<file path="config.mk">
export PLATFORM = sky130hd
export DESIGN_NAME = modular_exponentiation
export DESIGN_NICKNAME = d
export VERILOG_FILES = /design/src/rtl/mexp_pkg.sv /design/src/rtl/mexp_mulmod.sv /design/src/rtl/modular_exponentiation.sv
export SDC_FILE = /design/constraint.sdc
export NUM_CORES = 1
export LEC_CHECK = 0
export ABC_AREA = 0
export BUFFER_PORTS_ARGS = -buffer_cell sky130_fd_sc_hd__buf_2
export CAP_MARGIN = 20
export CORE_MARGIN = 2
export CORE_UTILIZATION = 25
export CTS_BUF_LIST = sky130_fd_sc_hd__clkbuf_2
export CTS_CLUSTER_SIZE = 28
export DETAILED_ROUTE_END_ITERATION = 16
export HOLD_SLACK_MARGIN = 0.05
export PLACE_DENSITY = 0.46
export SLEW_MARGIN = 30
export SYNTH_ARGS = -nofsm -noshare
export SYNTH_HDL_FRONTEND = slang
export SYNTH_SLANG_ARGS = --single-unit
</file>
<file path="constraint.sdc">
create_clock -name clock -period 6.84 [get_ports clock]
set_input_delay 0.684 -clock clock [delete_from_list [all_inputs] [get_ports clock]]
set_output_delay 0.684 -clock clock [all_outputs]
set_load 0.05 [all_outputs]
</file>
<file path="src/rtl/mexp_pkg.sv">
// Shared types and codes of the modular exponentiation block.
`timescale 1ns / 1ps

package mexp_pkg;

   // Sequencer states.
   typedef enum logic [2:0] {
      ST_IDLE,
      ST_REDUCE,
      ST_SQUARE,
      ST_MULT,
      ST_RESP
   } mexp_state_type;

   // Configuration register indexes.
   localparam int CSR_INDEX_W = 1;

   typedef enum logic [CSR_INDEX_W-1:0] {
      REG_EXPONENT = 1'b0,
      REG_MODULUS  = 1'b1
   } mexp_reg_type;

endpackage

</file>
<file path="src/rtl/mexp_mulmod.sv">
// Bit-serial interleaved modular multiplier: one multiplier bit per cycle.
`timescale 1ns / 1ps

module mexp_mulmod #(
   parameter int WIDTH = 32
) (
   input  logic             clock,
   input  logic             reset,
   input  logic             start,
   input  logic [WIDTH-1:0] op_x,
   input  logic [WIDTH-1:0] op_y,
   input  logic [WIDTH-1:0] op_m,
   output logic             done,
   output logic [WIDTH-1:0] result
);

   localparam int CW = $clog2(WIDTH);
   localparam int EW = WIDTH + 3;
   localparam logic [CW-1:0] LAST_BIT = CW'(WIDTH - 1);

   logic             busy_ff, busy_in;
   logic             done_ff, done_in;
   logic [CW-1:0]    cnt_ff, cnt_in;
   logic [WIDTH-1:0] acc_ff, acc_in;
   logic [WIDTH-1:0] x_ff, x_in;
   logic [WIDTH-1:0] y_ff, y_in;
   logic [WIDTH-1:0] m_ff, m_in;

   logic [EW-1:0]    t_sum;
   logic [EW-1:0]    t_less_m;
   logic [EW-1:0]    t_less_2m;
   logic [WIDTH-1:0] acc_step;

   // With acc and x below m, 2*acc + x stays below 3m, so at most two
   // subtractions of m are needed; both are tried in parallel.
   always_comb begin
      t_sum     = {2'b00, acc_ff, 1'b0}
                + {3'b000, (x_ff & {WIDTH{y_ff[WIDTH-1]}})};
      t_less_m  = t_sum - {3'b000, m_ff};
      t_less_2m = t_sum - {2'b00, m_ff, 1'b0};
      if (!t_less_2m[EW-1]) begin
         acc_step = t_less_2m[WIDTH-1:0];
      end else if (!t_less_m[EW-1]) begin
         acc_step = t_less_m[WIDTH-1:0];
      end else begin
         acc_step = t_sum[WIDTH-1:0];
      end
   end

   always_comb begin
      busy_in = busy_ff;
      done_in = 1'b0;
      cnt_in  = cnt_ff;
      acc_in  = acc_ff;
      x_in    = x_ff;
      y_in    = y_ff;
      m_in    = m_ff;
      if (start) begin
         busy_in = 1'b1;
         cnt_in  = LAST_BIT;
         acc_in  = '0;
         x_in    = op_x;
         y_in    = op_y;
         m_in    = op_m;
      end else if (busy_ff) begin
         acc_in = acc_step;
         y_in   = {y_ff[WIDTH-2:0], 1'b0};
         if (cnt_ff == '0) begin
            busy_in = 1'b0;
            done_in = 1'b1;
         end else begin
            cnt_in = cnt_ff - 1'b1;
         end
      end
   end

   always_ff @(posedge clock) begin
      if (reset) begin
         busy_ff <= 1'b0;
         done_ff <= 1'b0;
      end else begin
         busy_ff <= busy_in;
         done_ff <= done_in;
      end
      cnt_ff <= cnt_in;
      acc_ff <= acc_in;
      x_ff   <= x_in;
      y_ff   <= y_in;
      m_ff   <= m_in;
   end

   assign done   = done_ff;
   assign result = acc_ff;

endmodule

</file>
<file path="src/rtl/modular_exponentiation.sv">
// Top level of the modular exponentiation block: sequencer and configuration registers.
//
// Each item raises req_base to the configured exponent modulo the configured
// modulus by left-to-right square-and-multiply. All arithmetic runs through one
// bit-serial modular multiplier; the base is first reduced by one pass through
// it, then every exponent bit costs a square and, for a one bit, a multiply.
// A modulus of 0 or 1 answers 0 without using the multiplier, and a base
// divisible by the modulus answers 0 after the reduction. busy stays high from
// acceptance through the cycle in which rsp_valid shows the result; the result
// is offered for that one cycle only and cannot be held off, so the receiver
// must take it then. The user must write configuration only while busy is
// low; the block itself does not enforce it.
`timescale 1ns / 1ps

module modular_exponentiation #(
   parameter int WIDTH = 32
) (
   input  logic                               clock,
   input  logic                               reset,
   input  logic                               start,
   output logic                               busy,
   input  logic [WIDTH-1:0]                   req_base,
   output logic                               rsp_valid,
   output logic [WIDTH-1:0]                   rsp_power_mod,
   input  logic                               csr_we,
   input  logic [mexp_pkg::CSR_INDEX_W-1:0]   csr_index,
   input  logic [WIDTH-1:0]                   csr_data
);

   localparam int CW = $clog2(WIDTH);
   localparam logic [CW-1:0] LAST_BIT = CW'(WIDTH - 1);
   localparam logic [WIDTH-1:0] ONE = WIDTH'(1);

   mexp_pkg::mexp_state_type state_ff, state_in;

   logic [WIDTH-1:0] exp_reg_ff;
   logic [WIDTH-1:0] mod_reg_ff;
   logic [WIDTH-1:0] b_ff, b_in;
   logic [WIDTH-1:0] r_ff, r_in;
   logic [WIDTH-1:0] e_sh_ff, e_sh_in;
   logic [CW-1:0]    cnt_ff, cnt_in;

   logic             mul_start;
   logic [WIDTH-1:0] mul_x;
   logic [WIDTH-1:0] mul_y;
   logic             mul_done;
   logic [WIDTH-1:0] mul_result;
   logic             advance;

   mexp_mulmod #(
      .WIDTH(WIDTH)
   ) u_mulmod (
      .clock (clock),
      .reset (reset),
      .start (mul_start),
      .op_x  (mul_x),
      .op_y  (mul_y),
      .op_m  (mod_reg_ff),
      .done  (mul_done),
      .result(mul_result)
   );

   always_ff @(posedge clock) begin
      if (reset) begin
         exp_reg_ff <= ONE;
         mod_reg_ff <= '1;
      end else if (csr_we) begin
         unique case (csr_index)
            mexp_pkg::REG_EXPONENT: exp_reg_ff <= csr_data;
            mexp_pkg::REG_MODULUS:  mod_reg_ff <= csr_data;
            default: ;
         endcase
      end
   end

   always_ff @(posedge clock) begin
      if (reset) begin
         state_ff <= mexp_pkg::ST_IDLE;
      end else begin
         state_ff <= state_in;
      end
      b_ff    <= b_in;
      r_ff    <= r_in;
      e_sh_ff <= e_sh_in;
      cnt_ff  <= cnt_in;
   end

   always_comb begin
      state_in  = state_ff;
      b_in      = b_ff;
      r_in      = r_ff;
      e_sh_in   = e_sh_ff;
      cnt_in    = cnt_ff;
      mul_start = 1'b0;
      mul_x     = r_ff;
      mul_y     = r_ff;
      advance   = 1'b0;

      unique case (state_ff)
         mexp_pkg::ST_IDLE: begin
            if (start) begin
               e_sh_in = exp_reg_ff;
               cnt_in  = LAST_BIT;
               if (mod_reg_ff[WIDTH-1:1] == '0) begin
                  // A modulus of zero or one gives zero for every base.
                  r_in     = '0;
                  state_in = mexp_pkg::ST_RESP;
               end else begin
                  // Reduce the base: 1 * base mod m.
                  mul_start = 1'b1;
                  mul_x     = ONE;
                  mul_y     = req_base;
                  state_in  = mexp_pkg::ST_REDUCE;
               end
            end
         end
         mexp_pkg::ST_REDUCE: begin
            if (mul_done) begin
               b_in = mul_result;
               if (mul_result == '0) begin
                  r_in     = '0;
                  state_in = mexp_pkg::ST_RESP;
               end else begin
                  r_in      = ONE;
                  mul_start = 1'b1;
                  mul_x     = ONE;
                  mul_y     = ONE;
                  state_in  = mexp_pkg::ST_SQUARE;
               end
            end
         end
         mexp_pkg::ST_SQUARE: begin
            if (mul_done) begin
               r_in = mul_result;
               if (e_sh_ff[WIDTH-1]) begin
                  mul_start = 1'b1;
                  mul_x     = mul_result;
                  mul_y     = b_ff;
                  state_in  = mexp_pkg::ST_MULT;
               end else begin
                  advance = 1'b1;
               end
            end
         end
         mexp_pkg::ST_MULT: begin
            if (mul_done) begin
               r_in    = mul_result;
               advance = 1'b1;
            end
         end
         mexp_pkg::ST_RESP: begin
            state_in = mexp_pkg::ST_IDLE;
         end
         default: begin
            state_in = mexp_pkg::ST_IDLE;
         end
      endcase

      // Move to the next exponent bit, or finish after the last one.
      if (advance) begin
         if (cnt_ff == '0) begin
            state_in = mexp_pkg::ST_RESP;
         end else begin
            cnt_in    = cnt_ff - 1'b1;
            e_sh_in   = {e_sh_ff[WIDTH-2:0], 1'b0};
            mul_start = 1'b1;
            mul_x     = mul_result;
            mul_y     = mul_result;
            state_in  = mexp_pkg::ST_SQUARE;
         end
      end
   end

   assign busy          = (state_ff != mexp_pkg::ST_IDLE);
   assign rsp_valid     = (state_ff == mexp_pkg::ST_RESP);
   assign rsp_power_mod = r_ff;

endmodule

</file>
### After elaboration in Yosys (flattened, before gate mapping)

Index checks and enable logic that the tools add are counted.

| operators by class | value |
|---|---|
| $add $sub $neg | 5 |
| equality and inequality tests | 13 |
| muxes and demuxes | 60 |
| bitwise gates (word level) | 4 |
| reduce and logical (&&, ||, !) cells | 16 |

Operators by type and width:

| kind | number |
|---|---|
| $mux W32 | 26 |
| $pmux W32 S3 | 3 |
| $sub A35 B32 Y35 | 1 |
| $sub A35 B33 Y35 | 1 |
| $add A33 B32 Y34 | 1 |
| $and A32 B32 Y32 | 1 |
| $logic_not A32 Y1 | 1 |
| $logic_not A31 Y1 | 1 |
| $mux W3 | 8 |
| $mux W5 | 4 |
| $mux W1 | 16 |
| $pmux W3 S4 | 1 |
| $logic_not A5 Y1 | 2 |
| $reduce_and A5 Y1 | 2 |
| $sub A5 B1 Y5 const B | 2 |
| $reduce_and A2 Y1 | 4 |
| $eq A3 B2 Y1 const B | 2 |
| $ne A2 B2 Y1 const B | 3 |
| $ne A3 B2 Y1 const B | 2 |
| $ne A3 B3 Y1 const B | 2 |
| $reduce_bool A3 Y1 | 2 |
| $ne A2 B1 Y1 const B | 2 |
| $eq A3 B1 Y1 const B | 1 |
| $eq A3 B3 Y1 const B | 1 |
| other kinds (7) | 9 |

| word-level totals | value |
|---|---|
| register bits | 303 |
| output and inout bits | 34 |

### Depth between registers and ports, before layout

Gate-level depths: netlist (run 1).

| logic depth | value |
|---|---|
| word-level depth | 7 |
| depth in mapped cells | 27 |
| mapped depth without buffers | 23 |

### By module

From an unflattened synthesis (run 1), not the netlist that was laid out.

| second synthesis, totals | value |
|---|---|
| cells, all modules | 1935 |
| area total of the unflattened synthesis | 18047.3 µm² |

Modules (own cells, without submodules):

| module | instances | cells an instance | area each (µm²) | seq. area each (µm²) |
|---|---|---|---|---|
| mexp_mulmod | 1 | 1130 | 10346.2 | 3663.5 |
| modular_exponentiation | 1 | 805 | 7701.1 | 4003.8 |

### Worst setup path before layout (run 1)

OpenSTA, ideal clock, no wires.

| path | value |
|---|---|
| path kind | reg-to-reg |
| start | register u_mulmod.y_ff[31] |
| end | register u_mulmod.acc_ff[5] (netlist: u_mulmod.result[5]) |
| arrival time | 5.210 ns |
| required time | 6.600 ns |
| setup slack | 1.390 ns |
| cell stages (with the launch flop) | 27 |
| buffers on the path | 4 |
| period minus slack after synthesis | 5.450 ns |
| path through | edfxtp_1 -> and2_1 -> ha_1 -> inv_1 -> fa_1 -> nor2b_1 -> o211ai_1 -> a311oi_1 -> or3_1 -> a31oi_1 -> o31ai_1 -> a31oi_1 -> a211oi_1 -> ha_1 -> clkbuf_1 -> a21o_1 -> a31oi_1 -> o21ai_0 -> a211oi_1 -> a21oi_1 -> and3_1 -> or4b_1 -> buf_2 -> buf_6 -> buf_2 -> o21ai_0 -> o22ai_1 |

| on the way | value |
|---|---|
| cells in the longest elaborated chain, start to end | 5 |
| elaborated cells on any way between the ends | 6 |
| classes of those cells | add/sub (3); mux (2); bitwise (1) |

RTL lines:

| element | RTL line | text |
|---|---|---|
| start: declaration | mexp_mulmod.sv:26 | `logic [WIDTH-1:0] y_ff, y_in;` |
| start signal: assignment | mexp_mulmod.sv:88 | `y_ff <= y_in;` |
| $and A32 B32 Y32 (*) | mexp_mulmod.sv:38 | `+ {3'b000, (x_ff & {WIDTH{y_ff[WIDTH-1]}})};` |
| $add A33 B32 Y34 (*) | mexp_mulmod.sv:38 |  |
| $sub A35 B32 Y35 | mexp_mulmod.sv:39 | `t_less_m = t_sum - {3'b000, m_ff};` |
| $mux W32 | mexp_mulmod.sv:43 | `end else if (!t_less_m[EW-1]) begin` |
| $mux W32 (*) | mexp_mulmod.sv:41 | `if (!t_less_2m[EW-1]) begin` |
| end signal: assignment | mexp_mulmod.sv:86 | `acc_ff <= acc_in;` |
| end: declaration | mexp_mulmod.sv:24 | `logic [WIDTH-1:0] acc_ff, acc_in;` |

Every way passes the cells marked *; elsewhere a longest branch is shown, timed or not.
A chain may end at the register's enable or synchronous reset.

### Worst setup path after layout (run 1)

| path | value |
|---|---|
| start | register u_mulmod.acc_ff[0] (netlist: u_mulmod.result[0]) |
| end | register u_mulmod.acc_ff[1] (netlist: u_mulmod.result[1]) |

| on the way | value |
|---|---|
| cells in the longest elaborated chain, start to end | 6 |
| elaborated cells on any way between the ends | 11 |
| classes of those cells | add/sub (3); mux (7); reduce/logical (1) |

RTL lines:

| element |
|---|
| parallel branches: the longest is 6 deep, another holds $sub A35 B32 Y35 |

Several ways; the timed one is not identified.

==> impl.org, run 1 <==
** Pwr
- Net switching power :: 2940 uW
- Registers are responsible for 35.2% of the overall power.
- The share of total power dissipated in the clock network is 19.4%.
- Cell area power density :: 343 nW/um2
- Leakage power total :: 0.00832 uW
- IR analysis of the VDD net gives a maximum drop of 0.175 mV.
- Cell Int Power :: 3910 uW
- Net switching is 42.9% of the power.
- Combinational power share :: 45.4%

** Floorplan
- The core region is 67400 um2.
- The floorplan has 95 rows.
- Initial Util :: 25.3%
- The die is 265 um tall.
- The floorplan step defined a die boundary enclosing 70400 um2.
- During I/O placement, the number of pins put on the boundary was 103.
- In this run the horizontal extent of the chip is 265 um.

** Critical path
- Nature of the critical path startpoint :: flip-flop
- The critical path starts at u_mulmod.result[0].
- Gate family responsible for the most delay along the worst path :: compound AO/OA/AOI/OAI gates
- Crit-path cells :: ha_1 -> inv_1 -> fa_1 -> nor2b_1 -> o211ai_1 -> a311oi_1 -> or3_1 -> a31oi_1 -> o31ai_1 -> a31oi_1 -> a211oi_2 -> ha_1 -> a21o_1 -> a31oi_1 -> o21ai_0 -> a211oi_1 -> a21oi_1 -> and3_1 -> or4b_1 -> buf_4 -> mux2_2 -> o21ai_0 -> o21ai_0
- Depth of the worst register-to-register path :: 23
- Critical setup path kind :: reg -> reg
- In this run the worst path has a maximum fanout of 40.
- The critical path contains buffers and inverters numbering 2 combined.
- Setup slack on the worst reg-to-reg path comes out at 0.58 ns.
- For this design, the slowest cell found on the critical path is sky130_fd_sc_hd__or4b_1.
- Worst EP arrival :: 7.22 ns
- Worst R2R End :: u_mulmod.result[1]
- The worst setup path is captured at a flip-flop.
- Following the worst setup path forward leads to its endpoint at u_mulmod.result[1].
- In this run the critical register-to-register path is launched from u_mulmod.result[0].
- In this run the number of cells on the critical path is 23.
- Crit-path max cell delay :: 0.47 ns
- Required time at the worst-slack endpoint :: 7.81 ns

** Timing
- Unrepaired setup endpoints after global routing :: false
- For the pin with the worst max-slew slack, the measured transition is 0.836 ns.
- Share of the clock period used by the worst path after layout :: 91.5%
- The clock period could shrink to 6.26 ns.
- Max Fclk :: 160 MHz
- Between clock sinks in the finished design, the worst skew comes to 0.0836 ns.
- Measured against its own limit, the worst slew margin works out to 44.1%.
- Setup total negative slack :: 0 ns
- Final slew viol count :: 0
- Setup violations remaining at the end of the flow were counted as 0.
- The hold violation count in the final report came to 0.

** Finish
- From synthesis to final layout, the design area changed by 16.8%.
- In the final layout, the share of cells above drive strength 1 is 14.6%.
- Design area :: 19900 um2
- After the last flow step, the layout net total stands at 2164.
- Filler instances :: 7141
- Most frequent cells in the layout :: 178 x sky130_fd_sc_hd__nor2_1, 166 x sky130_fd_sc_hd__a21oi_1, 160 x sky130_fd_sc_hd__edfxtp_1
- Leaving out fill and tap cells, the most frequent cell in the layout is sky130_fd_sc_hd__nor2_1.
- Cell Count, Final, Fillers Out :: 2936

** Clock network
- Number of setup buffers added after CTS :: 0
- Buffers inserted during clock tree synthesis total 84.
- Max Buffers Root-to-Sink :: 3
- Root buffer cell :: sky130_fd_sc_hd__clkbuf_2
- For the worst-skew pair, the clock arrives at the later sink with an insertion delay of 1.08 ns.
- The H-tree was split into 3 levels.
- TritonCTS built the clock tree.
- The clock net in this run drives a total of 303 sinks.
- Clock-pin slew of the registers on the worst-case setup and hold paths :: 0.10 ns

** Placement
- GPL Wtd Cong :: 0.885
- Buffers added on ports :: 102
- Post-place instance area :: 18500 um2
- The number of placed instances, taps included, is 2719.
- Final HPWL from detailed placement :: 38300 um

** Synth
- A synthesized cell averages 9.39 um2.
- The synthesized design contains 160 enable-type register cells.
- Count of state elements after synthesis :: 303
- By area the synthesized netlist is led by sky130_fd_sc_hd__edfxtp_1 28%, sky130_fd_sc_hd__dfxtp_1 17%, sky130_fd_sc_hd__ha_1 7.1%, sky130_fd_sc_hd__a21oi_1 4.9%, sky130_fd_sc_hd__nor2_1 3.9%.
- Sequential-to-total area share from yosys stat :: 44.9%
- In the synthesized netlist, the number of instances is 1819.
- After synthesis, the netlist uses 73 different library cells.
- In the synthesized netlist the dominant register cell turns out to be sky130_fd_sc_hd__edfxtp_1.
- Post-synthesis async set-or-reset flop share :: 0%
- Top cell type by total area after synthesis :: sky130_fd_sc_hd__edfxtp_1
- In this run the biggest area consumer among cell types represents 28.1% of the synthesized area.
- Netlist area before placement :: 17100 um2
- Synth Warn # :: 0
- Syn_nets :: 1988

** Drt
- The detailed router placed 14400 vias in this run.
- In this run the remaining antenna-violating nets after routing total 0.
- The pre-antenna-repair detailed-routing pass consisted of 8 iterations.
- Detail-routed via count per cell :: 4.91
- Drt total wl :: 52100 um
- Routed WL per cell :: 17.7 um
- In this run, the number of DRC markers left after iteration 0 of detailed routing was 1124.
- In the routed design, unresolved DRC markers number 0.

** Flow run
- Number of maximum-capacitance violations :: 0

** Global route
- The total overflow left after global routing is 0.
- Number of antenna violations at the first check in global routing :: 1
- The number of global-route vias before repair was 14000.
- Entering global routing, the biggest net connects 70 pins.
- The first global-routing pass estimated 80500 um of wire.
- Across every metal layer, demand over resource in global routing totals 14.6%.

** Min path
- Type of the worst min-delay path :: in -> reg

** Status
- The run finished with clean final reports.
==> per-stage QoR <==
stage	power, uW	hold slack [ns]	util (%)	setup WS [ns]
after CTS	6890	0.108	29.6	0.349
after floorplan	4600	0.406	-	1.39
after global routing	7380	0.0855	29.6	0.148
after detailed placement	5480	0.427	27.5	0.388
final	6850	0.214	29.6	0.583
after global placement	5470	0.424	27.5	0.562
==> power by group through the flow <==
stage | clock network (uW) | registers [uW] | logic, uW
finish | 1330 | 2410 | 3110
global route | 1500 | 2450 | 3430
CTS | 1410 | 2410 | 3070
global placement | 0 | 2450 | 3020
detailed placement | 0 | 2450 | 3030
floorplan | 0 | 2330 | 2270
==> how the worst min path moves through the flow <==
stage / to / slack [ns] / start / cells after the start
after floorplan: b_ff[31] / 0.41 / u_mulmod.result[31] / 0
after global routing: u_mulmod.y_ff[31] / 0.09 / req_base[31] / 3
after global placement: u_mulmod.m_ff[0] / 0.42 / mod_reg_ff[0] / 0
after CTS: u_mulmod.y_ff[31] / 0.11 / req_base[31] / 3
final: u_mulmod.y_ff[31] / 0.21 / req_base[31] / 3
after detailed placement: u_mulmod.m_ff[0] / 0.43 / mod_reg_ff[0] / 0
==> synthesized netlist by cell type (all sizes together) (15+ instances only) <==
| library cell | number |
|---|---|
| a211o | 41 |
| a21o | 43 |
| a21oi | 171 |
| a222oi | 30 |
| a22o | 33 |
| a31oi | 22 |
| and2 | 67 |
| and3 | 41 |
| clkbuf | 87 |
| dfxtp | 143 |
| edfxtp | 160 |
| ha | 97 |
| inv | 59 |
| nand2 | 155 |
| nand2b | 18 |
| nand3 | 25 |
| nor2 | 178 |
| nor2b | 23 |
| nor3 | 18 |
| nor4 | 18 |
| o211ai | 21 |
| o21a | 15 |
| o21ai | 93 |
| o22ai | 42 |
| xnor2 | 55 |
| xor2 | 22 |
==> per-layer routing <==
layer,GRT usage [%],part of all wire (%),vias up
met5,0,0,-
met4,4.72,2.2,0
met3,2.77,4.8,74
met2,22.4,44,379
met1,20.4,49,6802
li1,-,-,7172
==> cell families (layout without fill, tap and decap cells) <==
group | count (synthesis) | count (layout) | synth area share [%]
AO/OA/AOI/OAI | 584 | 584 | 22.8
XOR/XNOR | 77 | 77 | 3.95
adder cells (fa/ha/maj) | 100 | 100 | 7.46
buffers and inverters | 159 | 401 | 3.59
flip-flops | 303 | 303 | 44.9
multiplexers | 20 | 20 | 1.27
other | 0 | 2 | 0
AND/OR/NAND/NOR | 576 | 576 | 16.0
==> repair_timing <==
action                                  4_1_cts  5_1_grt
gates resized for setup                       0        1
hold buffers                                 63        0
endpoints found under the hold margin        95        0
endpoints found under the setup margin        0        6
==> area by class of cell <==
type / count / area (um2) / share of cell area (%)
Antenna cell: 2 / 5.00 / 0.0251
Clock buffer: 122 / 611 / 3.06
Clock inverter: 30 / 170 / 0.853
Inverter: 59 / 221 / 1.11
Multi-Input combinational cell: 1357 / 8850 / 44.4
Sequential cell: 303 / 7670 / 38.4
Tap cell: 873 / 1090 / 5.48
Timing Repair Buffer: 190 / 1330 / 6.66
==> sequential cells by signal (all words and copies together) (netlist names) <==
name and count:
e_sh_ff 32, b_ff 32, u_mulmod.busy_ff 1, u_mulmod.done 1, u_mulmod.y_ff 32, mod_reg_ff 32, state_ff 3, u_mulmod.result 32
exp_reg_ff 32, cnt_ff 5, u_mulmod.m_ff 32, rsp_power_mod 32, u_mulmod.cnt_ff 5, u_mulmod.x_ff 32
==> tightest hold or removal path: cells and delay by family <==
family	cells	cell delay [ns]
AND/OR/NAND/NOR	1	0.27
buffers and inverters	1	0.09
AO/OA/AOI/OAI	1	0.07
Note: power is estimated with default switching activity, not from simulation.
==> run 2, diff against run 1 <==
--- a/config.mk
+++ b/config.mk
@@ -6,6 +6,7 @@
 export NUM_CORES = 1
 export LEC_CHECK = 0
 export ABC_AREA = 0
+export ABC_CLOCK_PERIOD_IN_PS = 6840
 export BUFFER_PORTS_ARGS = -buffer_cell sky130_fd_sc_hd__buf_2
 export CAP_MARGIN = 20
 export CORE_MARGIN = 2
@@ -14,7 +15,7 @@
 export CTS_CLUSTER_SIZE = 28
 export DETAILED_ROUTE_END_ITERATION = 16
 export HOLD_SLACK_MARGIN = 0.05
-export PLACE_DENSITY = 0.46
+export PLACE_DENSITY = 0.42
 export SLEW_MARGIN = 30
 export SYNTH_ARGS = -nofsm -noshare
 export SYNTH_HDL_FRONTEND = slang
==> impl.org, run 2 (synthesis results as in run 1) <==
** Placement
- Post-place instance area :: 18500 um2
- Before CTS, the worst setup slack after placement is 0.660 ns.
- GPL Wtd Cong :: 0.846
- Final HPWL from detailed placement :: 38100 um
- The count of buffers added on input and output ports is 102.

** Timing
- Hold timing on the final database bottoms out at a slack of 0.239 ns.
- Max Fclk :: 160 MHz
- Unrepaired setup endpoints after global routing :: false
- The routed design could run at a clock period as short as 6.24 ns.
- Final slew viol count :: 0
- Adding up every negative setup slack in the final design gives 0 ns.
- Dividing the final minimum period by the clock period gives 91.2%.
- Worst setup skew after layout :: 0.143 ns
- Measured against its own limit, the worst slew margin works out to 44.5%.
- Measured slew at the worst slew-check pin :: 0.832 ns
- Setup violations remaining at the end of the flow were counted as 0.
- Once routing completed, OpenROAD measured the worst setup slack at 0.603 ns.
- The hold violation count in the final report was 0.

** Floorplan
- Area of the core :: 67400 um2
- In this run the vertical extent of the chip is 265 um.
- The die is 265 um wide.
- Initial Util :: 25.3%
- Total die area :: 70400 um2
- Io pins :: 103
- After floorplanning, the core was divided into 95 placement rows.

** Finish
- From synthesis to final layout, the design area changed by 16.4%.
- Fraction of final layout cells sized beyond drive strength 1 :: 14.0%
- In the layout the commonest cells are 178 x sky130_fd_sc_hd__nor2_1, 166 x sky130_fd_sc_hd__a21oi_1, 160 x sky130_fd_sc_hd__edfxtp_1.
- Commonest non-fill, non-tap cell in the layout :: sky130_fd_sc_hd__nor2_1
- At the end of the flow, the number of nets in the layout was 2161.
- After routing the design area is 19900 um2.

** Drt
- Using the TritonRoute via totals, the vias-per-cell ratio works out to 4.88.
- Via count :: 14300
- In this run, the number of DRC markers left after iteration 0 of detailed routing was 982.
- Drt total wl :: 52500 um
- The count of nets left with antenna violations once routing finished came out at 0.
- First-pass DRT Iterations :: 5
- In the final routed layout, each cell accounts on average for 17.9 um.
- DRC :: 0

** Pwr
- Worst IR Drop VDD :: 0.147 mV
- In this run the power density over the cells is 341 nW/um2.
- The analysis attributes to cell leakage a power of 0.00827 uW.

** Critical path
- Worst setup EP type :: flip-flop
- At the worst endpoint, the required time is 7.84 ns.
- Worst EP arrival :: 7.24 ns
- Critical setup path kind :: reg -> reg
- The worst setup path is launched from a flip-flop.
- In this run the worst path has a maximum fanout of 15.

** Clock network
- The clock passes through at most 3 buffers.
- The tree built by TritonCTS fans out to 303 sinks.
- The H-tree was split into 3 levels.
- Clock tree synthesis selected as its root buffer the cell sky130_fd_sc_hd__clkbuf_2.
- TritonCTS clock tree :: built
- Number of buffers added by the clock tree synthesis step :: 82
- After clock tree synthesis, the clock-pin slew on the worst setup and hold paths is 0.10 ns.
- Number of setup buffers added after CTS :: 0
- Worst-skew pair later-pin latency :: 1.09 ns

** Global route
- The number of global-route vias before repair is 14300.
- In the global route stage, overall resource usage came out at 14.8%.
- Global routing finished with a remaining overflow of 0.
- The initial antenna violation count is 2.
- The first global-routing pass estimated 81800 um of wire.
- Entering global routing, the biggest net connects 70 pins.

** Flow run
- Number of maximum-capacitance violations :: 0

** Min path
- Type of the worst min-delay path :: in -> reg

** Status
- The run finished with clean final reports.
-- run 2: cell count changes in the layout (fill, tap and decap cells not counted), moves of 2 or more --
| cell | change |
|---|---|
| sky130_fd_sc_hd__inv_2 | +2 |
| sky130_fd_sc_hd__clkbuf_2 | -6 |
| sky130_fd_sc_hd__clkinv_4 | -2 |
| sky130_fd_sc_hd__clkinv_2 | -6 |
| sky130_fd_sc_hd__clkinv_1 | +4 |
-- run 2: stage by stage --
step	utilization, %	instances	power [uW]
after global routing	29.5	2926	7320
after detailed placement	27.5	2719	5470
after global placement	27.5	2719	5460
after floorplan	-	1819	4600
final	29.5	2926	6780
after CTS	29.5	2925	6830
-- run 2: power by group --
part | total, uW | switching, uW | leakage [uW] | internal, uW
registers | 2410 | 249 | 0.00266 | 2170
logic | 3070 | 1860 | 0.00506 | 1220
clock network | 1290 | 792 | 0.000549 | 497
total | 6780 | 2900 | 0.00827 | 3880
-- run 2: timing repair --
item | in CTS | in global routing
gates resized for setup | 0 | 0
hold buffers | 62 | 0
endpoints found under the hold margin | 94 | 0
-- run 2: final timing paths --
check	startpoint	depth (start not counted)	end	slack [ns]
setup / recovery	u_mulmod.y_ff[31]	22	u_mulmod.result[9]	0.60
hold / removal	start	4	cnt_ff[4]	0.24
setup reg to reg	u_mulmod.y_ff[31]	22	u_mulmod.result[9]	0.60
hold reg to reg	exp_reg_ff[18]	2	e_sh_ff[18]	0.45
-- run 2: metal layers --
metal  part of all wire, %  track usage [%]
met1                    50             20.5
met3                   4.2             2.81
met2                    43             22.6
met5                 0.025                0
met4                   3.1             5.97
-- run 2: worst max-delay path: stages (launching register included) --
cell	delay (ns)
sky130_fd_sc_hd__edfxtp_1	0.36
sky130_fd_sc_hd__and2_1	0.14
sky130_fd_sc_hd__ha_1	0.21
sky130_fd_sc_hd__inv_1	0.08
sky130_fd_sc_hd__fa_1	0.42
sky130_fd_sc_hd__nor2b_1	0.18
sky130_fd_sc_hd__o211ai_1	0.14
sky130_fd_sc_hd__a311oi_1	0.38
sky130_fd_sc_hd__or3_1	0.22
sky130_fd_sc_hd__a31oi_1	0.13
sky130_fd_sc_hd__o31ai_1	0.42
sky130_fd_sc_hd__xor2_1	0.47
sky130_fd_sc_hd__ha_1	0.38
sky130_fd_sc_hd__a21o_1	0.26
sky130_fd_sc_hd__a31o_2	0.28
sky130_fd_sc_hd__a221o_1	0.35
sky130_fd_sc_hd__a21oi_1	0.20
sky130_fd_sc_hd__o21a_1	0.16
sky130_fd_sc_hd__o21a_1	0.16
sky130_fd_sc_hd__o311a_1	0.21
sky130_fd_sc_hd__nand3_1	0.51
sky130_fd_sc_hd__a211oi_1	0.37
sky130_fd_sc_hd__a221o_1	0.14
-- run 2: final cells by class --
type | instances | area [um2]
Tap cell | 873 | 1090
Clock buffer | 116 | 581
Timing Repair Buffer | 189 | 1320
Multi-Input combinational cell | 1357 | 8840
Clock inverter | 28 | 145
Sequential cell | 303 | 7670
Inverter | 59 | 221
Fill cell | 7140 | 47500
Antenna cell | 1 | 2.50
==> run 3, diff against run 2 <==
--- a/config.mk
+++ b/config.mk
@@ -6,7 +6,7 @@
 export NUM_CORES = 1
 export LEC_CHECK = 0
 export ABC_AREA = 0
-export ABC_CLOCK_PERIOD_IN_PS = 6840
+export ABC_CLOCK_PERIOD_IN_PS = 5250
 export BUFFER_PORTS_ARGS = -buffer_cell sky130_fd_sc_hd__buf_2
 export CAP_MARGIN = 20
 export CORE_MARGIN = 2
@@ -15,7 +15,8 @@
 export CTS_CLUSTER_SIZE = 28
 export DETAILED_ROUTE_END_ITERATION = 16
 export HOLD_SLACK_MARGIN = 0.05
-export PLACE_DENSITY = 0.42
+export PLACE_DENSITY = 0.43
+export RECOVER_POWER = 100
 export SLEW_MARGIN = 30
 export SYNTH_ARGS = -nofsm -noshare
 export SYNTH_HDL_FRONTEND = slang
==> constraint.sdc (replaced) <==
create_clock -name clock -period 5.25 [get_ports clock]
set_input_delay 0.525 -clock clock [delete_from_list [all_inputs] [get_ports clock]]
set_output_delay 0.525 -clock clock [all_outputs]
set_load 0.05 [all_outputs]
==> impl.org, run 3 (synthesis results as in run 1) <==
** Timing
- Share of the clock period used by the worst path after layout :: 102%
- Headroom to the max-slew limit came out at -31.4%.
- The routed design could run at a clock period as short as 5.38 ns.
- For the pin with the worst max-slew slack, the measured transition is 1.97 ns.
- Summed over all failing endpoints, the final setup total negative slack is -1.72 ns.
- Worst setup skew after layout :: 0.120 ns
- Final slew viol count :: 100
- Setup Viol. Count Final :: 28
- Setup repair after global routing could not meet its margin everywhere.
- Endpoints failing hold :: 0
- Worst setup margin :: -0.128 ns
- Static timing analysis puts the maximum clock frequency at 186 MHz.

** Global route
- The initial antenna violation count is 2.
- Vias in the first global route :: 15500
- Remaining global-route overflow :: 0
- Wire length of the first global-routing pass :: 87000 um
- In the global route stage, overall resource usage came out at 15.7%.
- Entering global routing, the biggest net connects 70 pins.

** Min path
- Type of the worst min-delay path :: in -> reg
- Hold path startpoint :: reset
- Worst Hold End :: state_ff[1]
- The worst hold path was traced through 3 stages.

** Drt
- After detailed routing, the number of vias per cell comes to 4.78.
- After detailed routing, the average wire length per cell comes to 17.6 um.
- The detail route stage leaves a number of antenna-violating nets equal to 0.
- The pre-antenna-repair detailed-routing pass consisted of 5 iterations.
- The final layout contains routed wiring with a total length of 55900 um.
- Across all layers, the routed design uses 15200 vias.
- After detailed routing, the number of remaining DRC violations is 0.
- The first routing iteration left 1028 violations.

** Pwr
- Cell area power density :: 474 nW/um2
- Summed over all cells, the static leakage comes to 0.00945 uW.
- VDD sags by at most 0.125 mV.

** Floorplan
- Measured along the x axis, the die boundary spans 265 um.
- Area of the core :: 67400 um2
- Row count :: 95
- The die covers 70400 um2.
- 103 I/O pins were placed.
- Die Y :: 265 um
- Initial Util :: 25.3%

** Clock network
- Number of buffers added by the clock tree synthesis step :: 84
- Clock-pin slew of the registers on the worst-case setup and hold paths :: 0.10 ns
- TritonCTS built the clock tree.
- The clock reaches the later pin of the worst-skew pair after 1.05 ns.
- CTS saw 303 sinks.
- Max Buffers Root-to-Sink :: 3
- H-tree Lvls :: 3
- The cell sitting at the root of the clock tree is a sky130_fd_sc_hd__clkbuf_2.

** Placement
- Final HPWL from detailed placement :: 41800 um
- Buffers added on ports :: 102
- GPL Wtd Cong :: 0.855

** Finish
- Multi-input logic area :: 9340 um2
- Syn-to-layout area delta :: 29.9%
- Commonest non-fill, non-tap cell in the layout :: sky130_fd_sc_hd__buf_4
- Most frequent cells in the layout :: 208 x sky130_fd_sc_hd__buf_4, 176 x sky130_fd_sc_hd__nor2_1, 160 x sky130_fd_sc_hd__edfxtp_1
- Fraction of final layout cells sized beyond drive strength 1 :: 23.3%
- At the end of the flow, the number of nets in the layout was 2399.
- In the final layout, flip-flops and latches occupy 7670 um2.
- Filler instances :: 7094
- For this run, the share of the core covered by cells in the final layout is 32.9%.

** Flow run
- Number of maximum-capacitance violations :: 3

** Critical path
- Depth of the worst register-to-register path :: 24
- Critical setup path kind :: reg -> reg
- Worst setup EP type :: flip-flop
- Tracing the worst setup path back leads to its startpoint at u_mulmod.y_ff[31].
- Worst R2R End :: u_mulmod.result[4]
- Required time at the worst-slack endpoint :: 6.21 ns
- Reg-to-reg slack, setup :: -0.13 ns
- Largest driver fanout on the critical path :: 8
- Worst EP arrival :: 6.34 ns
- The worst register-to-register path begins at u_mulmod.y_ff[31].
- Nature of the critical path startpoint :: flip-flop

** Status
- Run status :: complete, but fails checks
- Violations in the final reports :: max-capacitance violations, max-slew violations, negative setup slack
[run 3: worst max-delay path by stage]
| stage | end | slack [ns] |
|---|---|---|
| 2_1_floorplan | u_mulmod.result[13] | -0.007 |
| 3_3_place_gp | u_mulmod.result[1] | -0.46 |
| 3_5_place_dp | u_mulmod.result[1] | -0.47 |
| 4_1_cts | u_mulmod.result[14] | -0.07 |
| 5_1_grt | u_mulmod.result[25] | -0.37 |
| 6_report | u_mulmod.result[4] | -0.13 |
[run 3: what timing repair did]
action / CTS / global route
hold buffers: 64 / 0
endpoints found under the setup margin: 32 / 32
resized for setup: 80 / 33
hold endpoints to repair: 99 / 0
setup buffers: 11 / 9
pin swaps: 44 / 37
cloned: 1 / 1
[run 3: metal layers]
metal	up-vias	part of all wire, %	routed length (um)	global-route usage [%]
li1	7631	-	-	-
met2	302	44	24500	24.6
met1	7150	50	28000	22.0
met4	2	2.2	1250	4.84
met5	-	0.020	11	0
met3	72	3.9	2210	2.70
[run 3: per-stage QoR]
stage | total power (uW) | setup slack, ns | cells | hold WS, ns | instance area [um2]
after floorplan | 6050 | -0.00738 | 1819 | 0.406 | 17100
after global placement | 8200 | -0.455 | 2933 | 0.437 | 20200
after detailed placement | 8210 | -0.473 | 2933 | 0.436 | 20200
after CTS | 10500 | -0.0682 | 3160 | 0.0507 | 22100
after global routing | 11300 | -0.368 | 3169 | 0.140 | 22200
final | 10500 | -0.128 | 3169 | 0.193 | 22200
[run 3: layout make-up]
class                      instances  area share [%]
antenna                            1          0.0113
clock buffer                     124            2.80
clock inverter                    27           0.874
inverter                          59           0.998
multi-input combinational       1357            42.1
sequential                       303            34.6
tap                              873            4.92
timing repair buffer             425            13.7
[run 3: worst max-delay path, cell delays in order, from the launching register on]
cell,delay (ns)
sky130_fd_sc_hd__edfxtp_1,0.44
sky130_fd_sc_hd__buf_6,0.17
sky130_fd_sc_hd__and2_4,0.14
sky130_fd_sc_hd__ha_4,0.21
sky130_fd_sc_hd__nor2b_2,0.15
sky130_fd_sc_hd__o211ai_1,0.28
sky130_fd_sc_hd__a311oi_2,0.19
sky130_fd_sc_hd__or3_4,0.42
sky130_fd_sc_hd__a31oi_4,0.24
sky130_fd_sc_hd__o31ai_4,0.08
sky130_fd_sc_hd__buf_4,0.16
sky130_fd_sc_hd__xor2_4,0.20
sky130_fd_sc_hd__buf_4,0.15
sky130_fd_sc_hd__ha_1,0.31
sky130_fd_sc_hd__a21o_1,0.18
sky130_fd_sc_hd__a31o_2,0.26
sky130_fd_sc_hd__a221o_1,0.33
sky130_fd_sc_hd__a21oi_2,0.14
sky130_fd_sc_hd__o21a_1,0.14
sky130_fd_sc_hd__o21a_1,0.21
sky130_fd_sc_hd__o311a_4,0.28
sky130_fd_sc_hd__nand3_1,0.10
sky130_fd_sc_hd__buf_6,0.22
sky130_fd_sc_hd__buf_12,0.14
sky130_fd_sc_hd__o22ai_2,0.15
[run 3: report_power, final]
part	switching, uW	internal (uW)	leakage (uW)	total (uW)
Combinational	3070	2600	0.00619	5680
Clock	1040	780	0.000598	1820
Sequential	191	2820	0.00266	3010
